`src/hdl/sld_pkg.sv`:
```
`timescale 1ns / 1ps

package sld_pkg;

    localparam logic [7:0] SYNC_BYTE = 8'h5A;
    localparam logic [7:0] TAIL_BYTE = 8'hA5;

    localparam logic [1:0] KIND_PAYLOAD  = 2'd0;
    localparam logic [1:0] KIND_GOOD     = 2'd1;
    localparam logic [1:0] KIND_BAD_TAIL = 2'd2;
    localparam logic [1:0] KIND_OVERSIZE = 2'd3;

    localparam logic       CFG_STATE_TYPE  = 1'b0;
    localparam logic       CFG_MAX_PAYLOAD = 1'b1;

    localparam logic [7:0]  STATE_TYPE_RESET  = 8'd0;
    localparam logic [15:0] MAX_PAYLOAD_RESET = 16'd504;

    typedef struct packed {
        logic [7:0]  state_type_code;
        logic [15:0] max_payload;
    } cfg_t;

    typedef struct packed {
        logic [1:0]  kind;
        logic [7:0]  data_byte;
        logic [15:0] payload_index;
        logic [7:0]  frame_type;
        logic [7:0]  frame_seq;
        logic        type_match;
    } result_t;

endpackage

```
`src/hdl/sld_in_reg.sv`:
```
`timescale 1ns / 1ps

module sld_in_reg (
    input  logic       aclk,
    input  logic       aresetn,
    input  logic       s_tvalid,
    output logic       s_tready,
    input  logic [7:0] s_tdata,
    input  logic       consume,
    output logic       byte_valid,
    output logic [7:0] byte_data
);

    logic       valid_reg;
    logic       valid_next;
    logic [7:0] byte_reg;
    logic [7:0] byte_next;

    // Held byte leaves as next enters: a byte can move each cycle consume is high.
    assign s_tready = !valid_reg || consume;

    always_comb begin
        valid_next = valid_reg;
        byte_next  = byte_reg;
        if (s_tready) begin
            valid_next = s_tvalid;
            byte_next  = s_tdata;
        end
    end

    always_ff @(posedge aclk) begin
        if (!aresetn) begin
            valid_reg <= 1'b0;
        end else begin
            valid_reg <= valid_next;
        end
        byte_reg <= byte_next;
    end

    assign byte_valid = valid_reg;
    assign byte_data  = byte_reg;

endmodule

```
`src/hdl/sld_parser.sv`:
```
`timescale 1ns / 1ps

module sld_parser (
    input  logic              aclk,
    input  logic              aresetn,
    input  sld_pkg::cfg_t     cfg,
    input  logic              byte_valid,
    input  logic [7:0]        byte_data,
    input  logic              out_free,
    output logic              consume,
    output logic              res_valid,
    output sld_pkg::result_t  res
);

    typedef enum logic [3:0] {
        PH_HUNT1   = 4'd0,
        PH_HUNT2   = 4'd1,
        PH_SEQ     = 4'd2,
        PH_TYPE    = 4'd3,
        PH_LEN_LO  = 4'd4,
        PH_LEN_HI  = 4'd5,
        PH_PAYLOAD = 4'd6,
        PH_TAIL1   = 4'd7,
        PH_TAIL2   = 4'd8
    } phase_t;

    phase_t      phase_reg;
    phase_t      phase_next;
    logic [7:0]  seq_reg;
    logic [7:0]  seq_next;
    logic [7:0]  type_reg;
    logic [7:0]  type_next;
    logic [15:0] length_reg;
    logic [15:0] length_next;
    logic [15:0] count_reg;
    logic [15:0] count_next;
    logic        tail_bad_reg;
    logic        tail_bad_next;

    logic [15:0] full_length;
    logic [15:0] count_inc;
    logic        emits;
    logic        bad_byte;

    assign full_length = {byte_data, length_reg[7:0]};
    assign count_inc   = count_reg + 16'd1;
    assign bad_byte    = (byte_data != sld_pkg::TAIL_BYTE);

    always_comb begin
        unique case (phase_reg)
            PH_PAYLOAD: emits = 1'b1;
            PH_TAIL2:   emits = 1'b1;
            PH_LEN_HI:  emits = (full_length > cfg.max_payload);
            default:    emits = 1'b0;
        endcase
    end

    // A byte that yields a result waits until the output register has room.
    assign consume   = byte_valid && (!emits || out_free);
    assign res_valid = consume && emits;

    always_comb begin
        phase_next    = phase_reg;
        seq_next      = seq_reg;
        type_next     = type_reg;
        length_next   = length_reg;
        count_next    = count_reg;
        tail_bad_next = tail_bad_reg;

        res.kind          = sld_pkg::KIND_PAYLOAD;
        res.data_byte     = 8'd0;
        res.payload_index = length_reg;
        res.frame_type    = type_reg;
        res.frame_seq     = seq_reg;
        res.type_match    = (type_reg == cfg.state_type_code);

        unique case (phase_reg)
            PH_HUNT2: begin
                phase_next = (byte_data == sld_pkg::SYNC_BYTE) ? PH_SEQ : PH_HUNT1;
            end
            PH_SEQ: begin
                seq_next   = byte_data;
                phase_next = PH_TYPE;
            end
            PH_TYPE: begin
                type_next  = byte_data;
                phase_next = PH_LEN_LO;
            end
            PH_LEN_LO: begin
                length_next = {8'd0, byte_data};
                phase_next  = PH_LEN_HI;
            end
            PH_LEN_HI: begin
                length_next       = full_length;
                count_next        = 16'd0;
                tail_bad_next     = 1'b0;
                res.kind          = sld_pkg::KIND_OVERSIZE;
                res.payload_index = full_length;
                if (full_length > cfg.max_payload) begin
                    phase_next = PH_HUNT1;
                end else if (full_length == 16'd0) begin
                    phase_next = PH_TAIL1;
                end else begin
                    phase_next = PH_PAYLOAD;
                end
            end
            PH_PAYLOAD: begin
                res.kind          = sld_pkg::KIND_PAYLOAD;
                res.data_byte     = byte_data;
                res.payload_index = count_reg;
                count_next        = count_inc;
                if (count_inc >= length_reg) begin
                    phase_next = PH_TAIL1;
                end
            end
            PH_TAIL1: begin
                tail_bad_next = bad_byte;
                phase_next    = PH_TAIL2;
            end
            PH_TAIL2: begin
                tail_bad_next = tail_bad_reg || bad_byte;
                res.kind      = tail_bad_next ? sld_pkg::KIND_BAD_TAIL : sld_pkg::KIND_GOOD;
                phase_next    = PH_HUNT1;
            end
            default: begin
                phase_next = (byte_data == sld_pkg::SYNC_BYTE) ? PH_HUNT2 : PH_HUNT1;
            end
        endcase
    end

    always_ff @(posedge aclk) begin
        if (!aresetn) begin
            phase_reg    <= PH_HUNT1;
            seq_reg      <= 8'd0;
            type_reg     <= 8'd0;
            length_reg   <= 16'd0;
            count_reg    <= 16'd0;
            tail_bad_reg <= 1'b0;
        end else if (consume) begin
            phase_reg    <= phase_next;
            seq_reg      <= seq_next;
            type_reg     <= type_next;
            length_reg   <= length_next;
            count_reg    <= count_next;
            tail_bad_reg <= tail_bad_next;
        end
    end

    assert property (@(posedge aclk) disable iff (!aresetn)
        phase_reg == PH_PAYLOAD |-> count_reg < length_reg)
        else $error("payload count reached the frame length inside the payload");

    assert property (@(posedge aclk) disable iff (!aresetn)
        res_valid && res.kind != sld_pkg::KIND_PAYLOAD |-> res.data_byte == 8'd0)
        else $error("frame end result carries a data byte");

    assert property (@(posedge aclk) disable iff (!aresetn)
        consume && phase_reg == PH_PAYLOAD && phase_next == PH_PAYLOAD
        |=> count_reg == $past(count_reg) + 16'd1)
        else $error("payload count did not advance by one");

    assert property (@(posedge aclk) disable iff (!aresetn)
        res_valid |-> out_free)
        else $error("result issued while the output register was full");

endmodule

```
`src/hdl/sld_out_reg.sv`:
```
`timescale 1ns / 1ps

module sld_out_reg (
    input  logic             aclk,
    input  logic             aresetn,
    input  logic             res_valid,
    input  sld_pkg::result_t res,
    output logic             out_free,
    output logic             m_tvalid,
    input  logic             m_tready,
    output logic [47:0]      m_tdata,
    output logic [1:0]       m_tuser
);

    logic             valid_reg;
    logic             valid_next;
    sld_pkg::result_t res_reg;
    sld_pkg::result_t res_next;

    assign out_free = !valid_reg || m_tready;

    always_comb begin
        valid_next = valid_reg;
        res_next   = res_reg;
        if (out_free) begin
            valid_next = res_valid;
            res_next   = res;
        end
    end

    always_ff @(posedge aclk) begin
        if (!aresetn) begin
            valid_reg <= 1'b0;
        end else begin
            valid_reg <= valid_next;
        end
        res_reg <= res_next;
    end

    assign m_tvalid = valid_reg;
    assign m_tuser  = res_reg.kind;
    assign m_tdata  = {7'd0, res_reg.type_match, res_reg.frame_seq, res_reg.frame_type,
                       res_reg.payload_index, res_reg.data_byte};

endmodule

```
`src/hdl/sync_length_frame_deframer.sv`:
```
`timescale 1ns / 1ps
// Channel  Direction  Handshake           Contents
// s_       in         s_tvalid/s_tready   tdata: rx_byte
// m_       out        m_tvalid/m_tready   tdata: fields below; tuser: kind
// cfg_     in         cfg_we              cfg_index selects the register, cfg_wdata value
//
// One byte is accepted per cycle unless its result is stalled at the output.
// The rate is set by the single parse step between the input and output registers.
// Reset (aresetn low at a clock edge) returns the parser to sync hunting and
// loads the register defaults. A stalled result output holds only bytes that
// yield a result; other bytes keep flowing.

module sync_length_frame_deframer (
    input  logic        aclk,
    input  logic        aresetn,
    input  logic        s_tvalid,
    output logic        s_tready,
    input  logic [7:0]  s_tdata,    // [7:0] rx_byte
    output logic        m_tvalid,
    input  logic        m_tready,
    output logic [47:0] m_tdata,    // [7:0] data_byte, [23:8] payload_index,
                                    // [31:24] frame_type, [39:32] frame_seq,
                                    // [40] type_match, [47:41] zero
    output logic [1:0]  m_tuser,    // [1:0] kind
    input  logic        cfg_we,
    input  logic        cfg_index,
    input  logic [15:0] cfg_wdata
);

    sld_pkg::cfg_t    cfg_reg;
    sld_pkg::cfg_t    cfg_next;
    sld_pkg::result_t res;
    logic             byte_valid;
    logic [7:0]       byte_data;
    logic             consume;
    logic             res_valid;
    logic             out_free;

    always_comb begin
        cfg_next = cfg_reg;
        if (cfg_we) begin
            unique case (cfg_index)
                sld_pkg::CFG_STATE_TYPE:  cfg_next.state_type_code = cfg_wdata[7:0];
                sld_pkg::CFG_MAX_PAYLOAD: cfg_next.max_payload     = cfg_wdata;
                default:                  cfg_next = cfg_reg;
            endcase
        end
    end

    always_ff @(posedge aclk) begin
        if (!aresetn) begin
            cfg_reg.state_type_code <= sld_pkg::STATE_TYPE_RESET;
            cfg_reg.max_payload     <= sld_pkg::MAX_PAYLOAD_RESET;
        end else begin
            cfg_reg <= cfg_next;
        end
    end

    sld_in_reg u_in_reg (
        .aclk       (aclk),
        .aresetn    (aresetn),
        .s_tvalid   (s_tvalid),
        .s_tready   (s_tready),
        .s_tdata    (s_tdata),
        .consume    (consume),
        .byte_valid (byte_valid),
        .byte_data  (byte_data)
    );

    sld_parser u_parser (
        .aclk       (aclk),
        .aresetn    (aresetn),
        .cfg        (cfg_reg),
        .byte_valid (byte_valid),
        .byte_data  (byte_data),
        .out_free   (out_free),
        .consume    (consume),
        .res_valid  (res_valid),
        .res        (res)
    );

    sld_out_reg u_out_reg (
        .aclk      (aclk),
        .aresetn   (aresetn),
        .res_valid (res_valid),
        .res       (res),
        .out_free  (out_free),
        .m_tvalid  (m_tvalid),
        .m_tready  (m_tready),
        .m_tdata   (m_tdata),
        .m_tuser   (m_tuser)
    );

endmodule

```
`config.mk`:
```
export PLATFORM = sky130hd
export DESIGN_NAME = sync_length_frame_deframer
export DESIGN_NICKNAME = d
export VERILOG_FILES = /design/src/hdl/sld_pkg.sv /design/src/hdl/sld_in_reg.sv /design/src/hdl/sld_parser.sv /design/src/hdl/sld_out_reg.sv /design/src/hdl/sync_length_frame_deframer.sv
export SDC_FILE = /design/constraint.sdc
export NUM_CORES = 1
export LEC_CHECK = 0
export BUFFER_PORTS_ARGS = -buffer_cell sky130_fd_sc_hd__buf_2
export CORE_ASPECT_RATIO = 1.1
export CORE_MARGIN = 2
export CORE_UTILIZATION = 60
export DETAILED_ROUTE_END_ITERATION = 8
export PLACE_DENSITY = 0.88
export SYNTH_ARGS = -nofsm -noshare
export SYNTH_HDL_FRONTEND = slang
export SYNTH_HIERARCHICAL = 1
export SYNTH_SLANG_ARGS = --single-unit
export TNS_END_PERCENT = 1
```
`constraint.sdc`:
```
create_clock -name aclk -period 6.7 [get_ports aclk]
set_input_delay 0 -clock aclk [delete_from_list [all_inputs] [get_ports aclk]]
set_output_delay 0 -clock aclk [all_outputs]
set_load 0.02 [all_outputs]
```
==> flow_metrics.py <==
metrics = {
    "drt": {
        "wl_met1_um": 6300,
        "dr_wl_met2_um": 8330,
        "via_count": 5255,
        "detail-route-antenna-nets": 0,
        "wl_per_cell_um": 18.5,
        "routed_wl_um": 16300,
        "vias_per_cell": 5.96,
        "top_layer": "met4",
        "drtPass1Iterations": 7,
        "met3_length_um": 1100,
        "drtIter0Drc": 449,
        "drc": 0,
    },
    "cells_and_area": {
        "finish.utilization_pct": 73.9,
        "diodes": 0,
        "largest_reg_flops": 41,
        "finalNetCount": 789,
        "area_growth_syn_to_layout_pct": 19.5,
        "drive_above_1_share_pct": 17.3,
    },
    "critical_path": {
        "reg2regPathDepth": 13,
        "critPathKind": "flip-flop to output port",
        "crit_fanout": 10,
        "rr_startpoint": "u_parser/count_reg[0]$_SDFFE_PN0P_",
        "start_kind": "flip-flop",
        "required_ns": 6.70,
        "cp-startpoint": "u_in_reg/byte_data[4]$_DFFE_PP_",
        "end_kind": "output port",
        "cp.arrival_ns": 3.36,
    },
    "timing": {
        "fin_skew_ns": 0.0105,
        "fmax_mhz": 297,
        "hold_viol": 0,
        "maxSlewViolCount": 0,
        "worst_slack_ns": 3.34,
        "grt_setup_unrepaired": "no",
        "worstMarginPinSlew_ns": 1.19,
        "finalCritPeriodShare_pct": 50.2,
        "setup_viol": 0,
        "final.setup.tns_ns": 0,
        "period_minus_slack_ns": 3.36,
        "relSlewSlack_pct": 20.6,
    },
    "yosys": {
        "synthFlopType": "dfxtp_1",
        "syn_area_per_cell_um2": 10.2,
        "ys_ff_latch": 130,
        "ys_top_cells_by_area": "dfxtp_1 (24%), edfxtp_1 (24%), ha_1 (6.4%)",
        "yosys_warnings": 6,
        "yosysTopAreaCellShare_pct": 24.5,
        "syn_area_um2": 6460,
        "yosys.cell_count.top_type": "nand2_1",
        "post-synth-top-area-cell": "dfxtp_1",
        "seq_area_frac_synth_pct": 48.2,
        "synthTopCellsByCount": "nand2_1 (86), dfxtp_1 (79), edfxtp_1 (51)",
        "syn_inst": 632,
        "synth-edff-count": 51,
        "async_flop_share_pct": 0,
        "yosysUniqueCellTypes": 60,
    },
    "global_routing": {
        "grt_max_degree": 52,
        "globalRouteTotalUtil_pct": 29.6,
        "grt_pass1_wl_um": 26300,
        "overflow": 0,
        "first_global_vias": 5379,
        "antenna_found_initial": 0,
    },
    "place": {
        "preCtsSetupSlack_ns": 3.58,
        "hpwl_um": 10100,
        "port_buffers": 74,
        "gp_congestion": 0.941,
    },
    "cts": {
        "numCtsBuffers": 17,
        "cts.sinks": 130,
        "cts_setup_buffers": 0,
        "cts_tree": "done",
        "ctsRootBufferMaster": "clkbuf_16",
        "path_clk_slew_ns": 0.06,
        "clkLatencyLatePin_ns": 0.42,
        "clock_path_buffers": 2,
        "cts_max_level": 4,
    },
    "floorplan": {
        "ios": 82,
        "num_rows": 39,
        "design.core.area_um2": 10400,
        "dieArea_um2": 11600,
        "dieHeight_um": 113,
        "initial_core_util_pct": 61.8,
        "die_x_um": 103,
    },
    "run_status": {
        "status": "complete, no violations",
    },
    "pwr": {
        "pwr_density_cell_nw_per_um2": 235,
        "p_leak_nw": 3.43,
        "vdd_drop_max_v": 0.000160,
    },
    "min_path": {
        "min_from": "cfg_index",
        "whs_path_depth": 3,
        "hp-class": "primary input to flip-flop",
    },
    "run": {
        "maxCapViolCount": 0,
    },
}
## worst max-delay path: stages (launching register included)
cell and delay [ns]:
edfxtp_1 0.63, ha_1 0.40, nand4_1 0.16, nor3_1 0.33, a21boi_2 0.29, o31ai_2 0.14, o21ai_0 0.45, inv_1 0.09
nand2b_4 0.24, buf_2 0.21
## placed cells by master, fill, tap and decap left out, types with 3 or more instances in the layout
master	instances
nand2_1	86
dfxtp_1	79
buf_2	74
edfxtp_1	51
mux2i_1	40
inv_1	40
dlygate4sd3_1	34
ha_1	33
nor2b_1	29
a21oi_1	24
o21ai_0	21
clkbuf_16	18
xnor2_1	17
nand4_1	15
nand3_1	15
and2_1	11
nor2_1	10
o21a_1	10
and3_1	9
o22ai_1	9
a22o_1	9
o211ai_2	8
a22oi_1	8
conb_1	7
xor2_1	6
nor3_1	5
o21ai_2	4
clkinv_2	4
nor4_1	4
and4_1	4
nand2b_1	4
clkbuf_1	3
clkbuf_8	3
a21boi_2	3
o211ai_1	3
## stage by stage
| step | instances | total power (W) | hold slack [ns] | instance area, um^2 |
|---|---|---|---|---|
| 6_report | 882 | 0.00181 | 0.0304 | 7720 |
| 5_1_grt | 882 | 0.00186 | 0.0506 | 7720 |
| 4_1_cts | 882 | 0.00181 | 0.00546 | 7720 |
| 3_5_place_dp | 816 | 0.000955 | 0.179 | 6820 |
| 3_3_place_gp | 816 | 0.000949 | 0.179 | 6820 |
| 2_1_floorplan | 638 | 0.000927 | 0.0989 | 6480 |
## area by class of cell
type / instances / area, um^2
fillers: 697 / 2720
repair buffers: 109 / 718
clock buffers: 24 / 503
inverters: 40 / 150
well taps: 143 / 179
multi-input cells: 428 / 3000
flip-flops and latches: 130 / 3110
clock inverters: 8 / 51.3
## path summary, 6_finish.rpt
| check | to | slack, ns |
|---|---|---|
| setup reg to reg | u_parser/phase_reg[1]$_SDFFE_PN0P_ | 3.38 |
| setup / recovery | s_tready | 3.34 |
| hold reg to reg | u_out_reg/m_tdata[34]$_DFFE_PP_ | 0.44 |
| hold / removal | cfg_reg[7]$_SDFFE_PN1P_ | 0.03 |
## metal layers
layer / GRT usage [%] / vias up
met5: 0 / -
met4: 16.5 / 0
met3: 6.79 / 66
met2: 49.4 / 282
met1: 34.6 / 2488
li1: - / 2419
## report_power, final
part	switching (W)	internal [W]
clock network	0.000333	0.000522
logic	0.0000596	0.0000460
registers	0.0000215	0.000832
## cells by family (layout without fill, tap and decap cells)
logic type / Yosys count / after routing / share of synthesized area (%)
multiplexers: 40 / 40 / 6.20
AND/OR/NAND/NOR: 205 / 205 / 17.0
adder cells (fa/ha/maj): 33 / 33 / 6.39
flip-flops: 130 / 130 / 48.2
AO/OA/AOI/OAI: 120 / 120 / 13.3
buffers and inverters: 80 / 181 / 5.73
other: 1 / 7 / 0.0581
XOR/XNOR: 23 / 23 / 3.12
## repair_timing
action                                 in CTS  in global routing
endpoints found under the hold margin      33                  0
hold buffers                               34                  0
resized for setup                           0                  0
(Power assumes the default switching activity.)
